`config.mk`:
```
export PLATFORM = sky130hd
export DESIGN_NAME = triangle_strip_to_list_core
export DESIGN_NICKNAME = d
export VERILOG_FILES = /design/src/sv/tsl_pkg.sv /design/src/sv/tsl_step.sv /design/src/sv/triangle_strip_to_list_core.sv
export SDC_FILE = /design/constraint.sdc
export NUM_CORES = 1
export LEC_CHECK = 0
export ABC_AREA = 1
export BUFFER_PORTS_ARGS = -buffer_cell sky130_fd_sc_hd__buf_4
export CAP_MARGIN = 20
export CORE_MARGIN = 5
export CORE_UTILIZATION = 62
export CTS_CLUSTER_SIZE = 20
export DETAILED_ROUTE_END_ITERATION = 10
export PLACE_DENSITY = 0.83
export SYNTH_ARGS = -nofsm -noshare
export SYNTH_HDL_FRONTEND = slang
export SYNTH_SLANG_ARGS = --single-unit
```
`constraint.sdc`:
```
create_clock -name clk -period 5.3 [get_ports clk]
set_input_delay 0.265 -clock clk [delete_from_list [all_inputs] [get_ports clk]]
set_output_delay 0.265 -clock clk [all_outputs]
set_load 0.02 [all_outputs]
```
`src/sv/tsl_pkg.sv`:
```
// Shared types and codes for the triangle strip to list assembler.
// No dependencies; used by tsl_step, the top level and the checker.
package tsl_pkg;

  localparam int unsigned IdxW      = 16;
  localparam int unsigned StripW    = 15;
  localparam int unsigned MinStrip  = 3;

  typedef enum logic [1:0] {
    KIND_NONE = 2'd0,
    KIND_TRI  = 2'd1,
    KIND_BAD  = 2'd2,
    KIND_DONE = 2'd3
  } kind_t;

  typedef enum logic [2:0] {
    PH_HEADER = 3'd0,
    PH_V0     = 3'd1,
    PH_V1     = 3'd2,
    PH_V2     = 3'd3,
    PH_MORE   = 3'd4
  } phase_t;

  typedef struct packed {
    logic [IdxW-1:0]   older_index;
    logic [IdxW-1:0]   newer_index;
    logic [IdxW-1:0]   vertices_left;
    logic [StripW-1:0] strips_left;
    logic              reversed;
    phase_t            phase;
  } state_t;

  typedef struct packed {
    kind_t           kind;
    logic [IdxW-1:0] vertex_first;
    logic [IdxW-1:0] vertex_second;
    logic [IdxW-1:0] vertex_third;
    logic            final_triangle;
  } result_t;

endpackage

```
`src/sv/tsl_step.sv`:
```
// One assembly step: next state and result for one list word.
// Depends on tsl_pkg.
module tsl_step (
  input  tsl_pkg::state_t                st,
  input  logic [tsl_pkg::IdxW-1:0]       index_word,
  input  logic                           list_start,
  input  logic [tsl_pkg::StripW-1:0]     strip_total,
  output tsl_pkg::state_t                st_nxt,
  output tsl_pkg::result_t               res
);

  tsl_pkg::state_t         cur;
  logic [tsl_pkg::IdxW-1:0] vl_dec;

  always_comb begin
    // restart clears the list and reloads the strip count first
    cur = st;
    if (list_start) begin
      cur             = '0;
      cur.phase       = tsl_pkg::PH_HEADER;
      cur.strips_left = strip_total;
    end
    vl_dec = cur.vertices_left - tsl_pkg::IdxW'(1);
  end

  always_comb begin
    st_nxt = cur;
    res    = '0;
    res.kind = tsl_pkg::KIND_NONE;
    case (cur.phase)
      tsl_pkg::PH_V0: begin
        st_nxt.newer_index = index_word;
        st_nxt.phase       = tsl_pkg::PH_V1;
      end
      tsl_pkg::PH_V1: begin
        st_nxt.older_index = cur.newer_index;
        st_nxt.newer_index = index_word;
        st_nxt.phase       = tsl_pkg::PH_V2;
      end
      tsl_pkg::PH_V2: begin
        res.kind           = tsl_pkg::KIND_TRI;
        res.vertex_first   = cur.older_index;
        res.vertex_second  = cur.newer_index;
        res.vertex_third   = index_word;
        res.final_triangle = (cur.vertices_left == '0) && (cur.strips_left == '0);
        st_nxt.older_index = cur.newer_index;
        st_nxt.newer_index = index_word;
        st_nxt.reversed    = 1'b1;
        st_nxt.phase       = (cur.vertices_left != '0) ? tsl_pkg::PH_MORE
                                                       : tsl_pkg::PH_HEADER;
      end
      tsl_pkg::PH_MORE: begin
        res.kind           = tsl_pkg::KIND_TRI;
        res.vertex_first   = cur.reversed ? cur.newer_index : cur.older_index;
        res.vertex_second  = cur.reversed ? cur.older_index : cur.newer_index;
        res.vertex_third   = index_word;
        res.final_triangle = (vl_dec == '0) && (cur.strips_left == '0);
        st_nxt.older_index   = cur.newer_index;
        st_nxt.newer_index   = index_word;
        st_nxt.reversed      = ~cur.reversed;
        st_nxt.vertices_left = vl_dec;
        if (vl_dec == '0) begin
          st_nxt.phase = tsl_pkg::PH_HEADER;
        end
      end
      default: begin
        // header phase; unused phase codes fall back here too
        st_nxt.phase = tsl_pkg::PH_HEADER;
        if (cur.strips_left == '0) begin
          res.kind = tsl_pkg::KIND_DONE;
        end else if (index_word < tsl_pkg::IdxW'(tsl_pkg::MinStrip)) begin
          res.kind = tsl_pkg::KIND_BAD;
        end else begin
          st_nxt.vertices_left = index_word - tsl_pkg::IdxW'(tsl_pkg::MinStrip);
          st_nxt.strips_left   = cur.strips_left - tsl_pkg::StripW'(1);
          st_nxt.phase         = tsl_pkg::PH_V0;
        end
      end
    endcase
  end

endmodule

```
`src/sv/triangle_strip_to_list_core.sv`:
```
// Triangle strip to triangle list assembler, top level.
// Depends on tsl_pkg and tsl_step.
//
// Takes one list word per beat (strip length header or vertex index) and
// returns exactly one result beat per input beat: a triangle, a "consumed"
// marker, a bad-length error or a list-done marker. The assembly state
// updates at the input accept edge and the result lands in a two-deep
// output stage (output register plus skid register), so a new word is
// taken every cycle while the result side keeps up. A result goes to the
// skid register while the output register holds a stalled beat. in_stall
// rises only once the result side held off and the skid register filled.
// cfg_strip_total may be written at any time the block is idle; it is loaded
// into the strip counter by a beat that carries in_list_start.
module triangle_strip_to_list_core (
  input  logic                          clk,
  input  logic                          rst_n,
  // configuration write channel
  input  logic                          cfg_valid,
  output logic                          cfg_ready,
  input  logic [tsl_pkg::StripW-1:0]    cfg_strip_total,
  // input channel
  input  logic                          in_valid,
  output logic                          in_stall,
  input  logic [tsl_pkg::IdxW-1:0]      in_index_word,
  input  logic                          in_list_start,
  // result channel
  output logic                          out_valid,
  input  logic                          out_stall,
  output logic [1:0]                    out_kind,
  output logic [tsl_pkg::IdxW-1:0]      out_vertex_first,
  output logic [tsl_pkg::IdxW-1:0]      out_vertex_second,
  output logic [tsl_pkg::IdxW-1:0]      out_vertex_third,
  output logic                          out_final_triangle
);

  logic [tsl_pkg::StripW-1:0] strip_total_r;
  tsl_pkg::state_t            st_r;
  tsl_pkg::state_t            st_nxt;
  tsl_pkg::result_t           res;
  tsl_pkg::result_t           out_r;
  tsl_pkg::result_t           skid_r;
  logic                       out_valid_r;
  logic                       skid_valid_r;
  logic                       in_acc;
  logic                       out_free;

  // register write is always taken
  assign cfg_ready = 1'b1;

  // hold input off only when both result slots are full
  assign in_stall = skid_valid_r;
  assign in_acc   = in_valid && !skid_valid_r;
  // output slot can take a new beat this cycle
  assign out_free = !out_valid_r || !out_stall;

  tsl_step u_step (
    .st          (st_r),
    .index_word  (in_index_word),
    .list_start  (in_list_start),
    .strip_total (strip_total_r),
    .st_nxt      (st_nxt),
    .res         (res)
  );

  // configuration register
  always_ff @(posedge clk) begin
    if (!rst_n) begin
      strip_total_r <= '0;
    end else if (cfg_valid && cfg_ready) begin
      strip_total_r <= cfg_strip_total;
    end
  end

  // assembly state: advance on every accepted beat; all zero is the header phase
  always_ff @(posedge clk) begin
    if (!rst_n) begin
      st_r <= '0;
    end else if (in_acc) begin
      st_r <= st_nxt;
    end
  end

  // output stage with skid: drain skid first, else load the fresh result
  always_ff @(posedge clk) begin
    if (!rst_n) begin
      out_valid_r  <= 1'b0;
      skid_valid_r <= 1'b0;
    end else begin
      if (out_free) begin
        out_valid_r  <= skid_valid_r || in_acc;
        skid_valid_r <= 1'b0;
      end else if (in_acc) begin
        skid_valid_r <= 1'b1;
      end
    end
  end

  always_ff @(posedge clk) begin
    if (out_free) begin
      if (skid_valid_r) begin
        out_r <= skid_r;
      end else if (in_acc) begin
        out_r <= res;
      end
    end
    if (!out_free && in_acc) begin
      skid_r <= res;
    end
  end

  assign out_valid          = out_valid_r;
  assign out_kind           = out_r.kind;
  assign out_vertex_first   = out_r.vertex_first;
  assign out_vertex_second  = out_r.vertex_second;
  assign out_vertex_third   = out_r.vertex_third;
  assign out_final_triangle = out_r.final_triangle;

endmodule

```
==> results.md <==
- Startpoint of the worst hold path: cfg_strip_total[14]
- Yosys warns: 0
- Area contributors post-synth: edfxtp_1 (32%), dfxtp_1 (17%), nand2_1 (12%)
- Buf/Inv on CP: 5
- Congestion Overflow GR: 0
- Avg Inst Size Synth: just under 8 um^2
- Iteration-0 DRC Markers: between 900 and 1,000
- Ant diodes: 0
- First-pass GRT wire length: roughly 39 mm
- Placed cell count: 1,480
- Cell with the most instances after synthesis: nand2_1
- Post-synth ARST share: 0%
- Core Box Area: between 0.015 and 0.02 mm^2
- Worst setup SP type: primary input
- Reg area: between 0.004 and 0.005 mm^2
- Layout Skew: 0.01066 ns
- Synth-to-Final Area Change: 13.16%
- Fin crit period: around 3.6 ns
- Mapped Area: just under 0.01 mm^2
- Slowest Stage Delay on Critical Path: 0.75 ns
- Initial antenna violation count: 0
- TritonRoute pass-1 iters: 6
- Main synth FF type: edfxtp_1
- Required time of the critical path: 5.68 ns
- Post-cts repair resize count: 0
- CTS Buf Count: 17
- Crit path max-delay family: buffers and inverters
- Drt total wl: about 24 mm
- Die Area: 0.01818 mm^2
- Netlist cell types: 39
- Die X: ~130 um
- WL met3: 1.974 mm
- Number of global-route vias before repair: between 7,000 and 8,000
- Leakage: slightly above 5 nW
- WP data arrival: ~4.0 ns
- Hold path depth: 3
- CP max-delay cell: inv_2
- Setup TNS: 0 ns
- Max Fclk: about 270 MHz
- P per Cell Area: 301.6 mW/mm^2
- Hold-critical path endpoint: strip_total_r[14]
- Status: complete, no violations
- CP max FO: between 50 and 60
- R2R setup slack: roughly 2.2 ns
- Clock transition at path regs: 0.07 ns
- Initial Utilization: 63.30%
- Highest routing layer actually used: met4
- Yosys top cell area share: between 30% and 40%
- Setup CP Type: in -> reg
- Worst-skew pair later-pin latency: about 0.43 ns
- Syn Nets: between 1,000 and 1,500
- RSZ-0062 raised after global routing: no
- Post-DP Area: between 0.01 and 0.015 mm^2
- WL/cell: 15.72 um
- R2R depth: 9
- I/O Buffers: 89
- Layout cells sized above 1: between 10 and 15%
- Worst R2R End: st_r[57]
- # Post-CTS Setup Buffers: 0
- Largest net degree at the start of global routing: slightly above 100
- Root Driver: clkbuf_16
- Met1 Wirelength: 9.966 mm
- Residual DRC: 0
- Cts hold-fix bufs: 0
- Worst vdd ir: 0.2633 mV
- Tightest Pin Transition: ~0.95 ns
- Number of synthesized flops with an enable pin: ~100
- WL met2: between 10 and 15 mm
- Final Cell Area: between 0.01 and 0.015 mm^2
- Cell Rows: 45
- Post-Syn Instances: ~1,200
- Crit-path cells: buf_4 -> inv_2 -> nand3_1 -> inv_2 -> nor2_1 -> inv_1 -> a21oi_1 -> o21ai_0 -> o211ai_1 -> inv_1
- Nets: 1,330
- Synth top cells by count: nand2_1 (313), inv_1 (142), nor2_1 (133)
- Worst Setup End Kind: register
- Fin. Hold Viols: 0
- Max-slew violations: 0
- Final Power: around 3.3 mW
- Max_slew headroom: a little over a third
- Total GRT Usage: 26.94%
- Antenna-violating nets left: 0
- Area used by multi-input combinational logic: 0.004071 mm^2
- Tcrit/Tclk final: 68.77%
- Bufs on Longest Clock Path: 2
- IO Pins: slightly above 90
- Final cell count without fillers: 1,512
- Max_cap viols: 0
- Filler cell count: between 1,000 and 1,500
- CTS tree: done
- Leading area contributor after synthesis: edfxtp_1
- Via-to-Cell Ratio: ~5.7
- Post-DP HPWL: 16.23 mm
- Reg2Reg Launch Point: st_r[0]
- CTS H-Tree Depth: 4
- Synthesized flop and latch total: 186
- Die Span Y: ~130 um
- Sequential fraction of the synthesis area: about half
- Setup violators final: 0
- Clock sinks: about 190
- Vias: approximately 8,600
- HP Class: in -> reg
- Placer Congestion: about 0.93
cell type report:
type                    count  area share, %
clock buffers              18          3.926
clock inverters            14          1.042
inverters                 154          5.288
multi-input cells         832          37.25
flip-flops and latches    186          43.42
well taps                 211          2.415
repair buffers             97          6.662
layout by cell type (no fill, tap or decap), types with 15 or more instances in the layout:
cell type and n:
dfxtp_1 83, xor2_1 17, clkbuf_16 17, o211ai_1 21, nor2_1 131, inv_1 142
a21oi_1 57, edfxtp_1 102, nand2_1 313, o21ai_0 116, a32o_1 15, nand3_1 35
o22ai_1 17, o221ai_1 16, buf_4 97, nor3_1 21
per-stage QoR:
step	worst slack (ns)	hold WS (ns)	utilization (%)
finish	1.655	0.05036	71.64
global route	1.365	0.05989	71.64
CTS	1.791	0.04182	71.64
detailed placement	1.388	0.4537	68.08
global placement	1.661	0.4498	68.08
floorplan	1.519	0.3999	-
per-layer routing:
layer  vias to the layer above  GRT usage [%]
met3                        63          5.402
met4                         0          10.80
met5                         -              0
met1                      3935          35.49
li1                       4229              -
met2                       394          43.91
worst max path at each step:
stage | start | to | slack, ns | cells past startpoint
after floorplan | in_stall | out_final_triangle | 1.52 | 3
after global placement | in_list_start | st_r[55] | 1.66 | 10
after detailed placement | in_list_start | st_r[52] | 1.39 | 10
after CTS | in_list_start | st_r[57] | 1.79 | 10
after global routing | in_list_start | st_r[58] | 1.37 | 10
final | in_list_start | st_r[57] | 1.66 | 10
worst register-to-register path: stages, from the launching register on:
cell	delay (ns)
dfxtp_1	0.36
nor2_1	0.14
nand3_1	0.45
inv_2	0.75
nor2_1	0.14
inv_1	0.63
a21oi_1	0.14
o21ai_0	0.15
o211ai_1	0.15
inv_1	0.10
report_power, final:
| part | switching [mW] | internal, mW |
|---|---|---|
| combinational | 0.335 | 0.157 |
| clock | 0.570 | 0.611 |
| sequential | 0.0360 | 1.59 |
| total | 0.941 | 2.36 |
kinds of logic (layout without fill, tap and decap cells):
logic type | Yosys count | in the layout | synth area share [%]
and+or+nand+nor | 527 | 527 | 22.01
DFF | 186 | 186 | 49.12
adders and majority gates | 5 | 5 | 0.6477
AOI/OAI and AO/OA | 277 | 277 | 17.19
buffers and inverters | 222 | 283 | 9.003
other | 1 | 1 | 0.03882
xor gates and xnor gates | 22 | 22 | 1.995
flip-flops by register name (all words and copies together), names as in the netlist:
register,flops
in_stall,1
out_final_triangle,1
out_kind,2
out_valid,1
out_vertex_first,16
out_vertex_second,16
out_vertex_third,16
skid_r,51
st_r,67
strip_total_r,15
No activity file was read; power rests on OpenSTA's default activity.
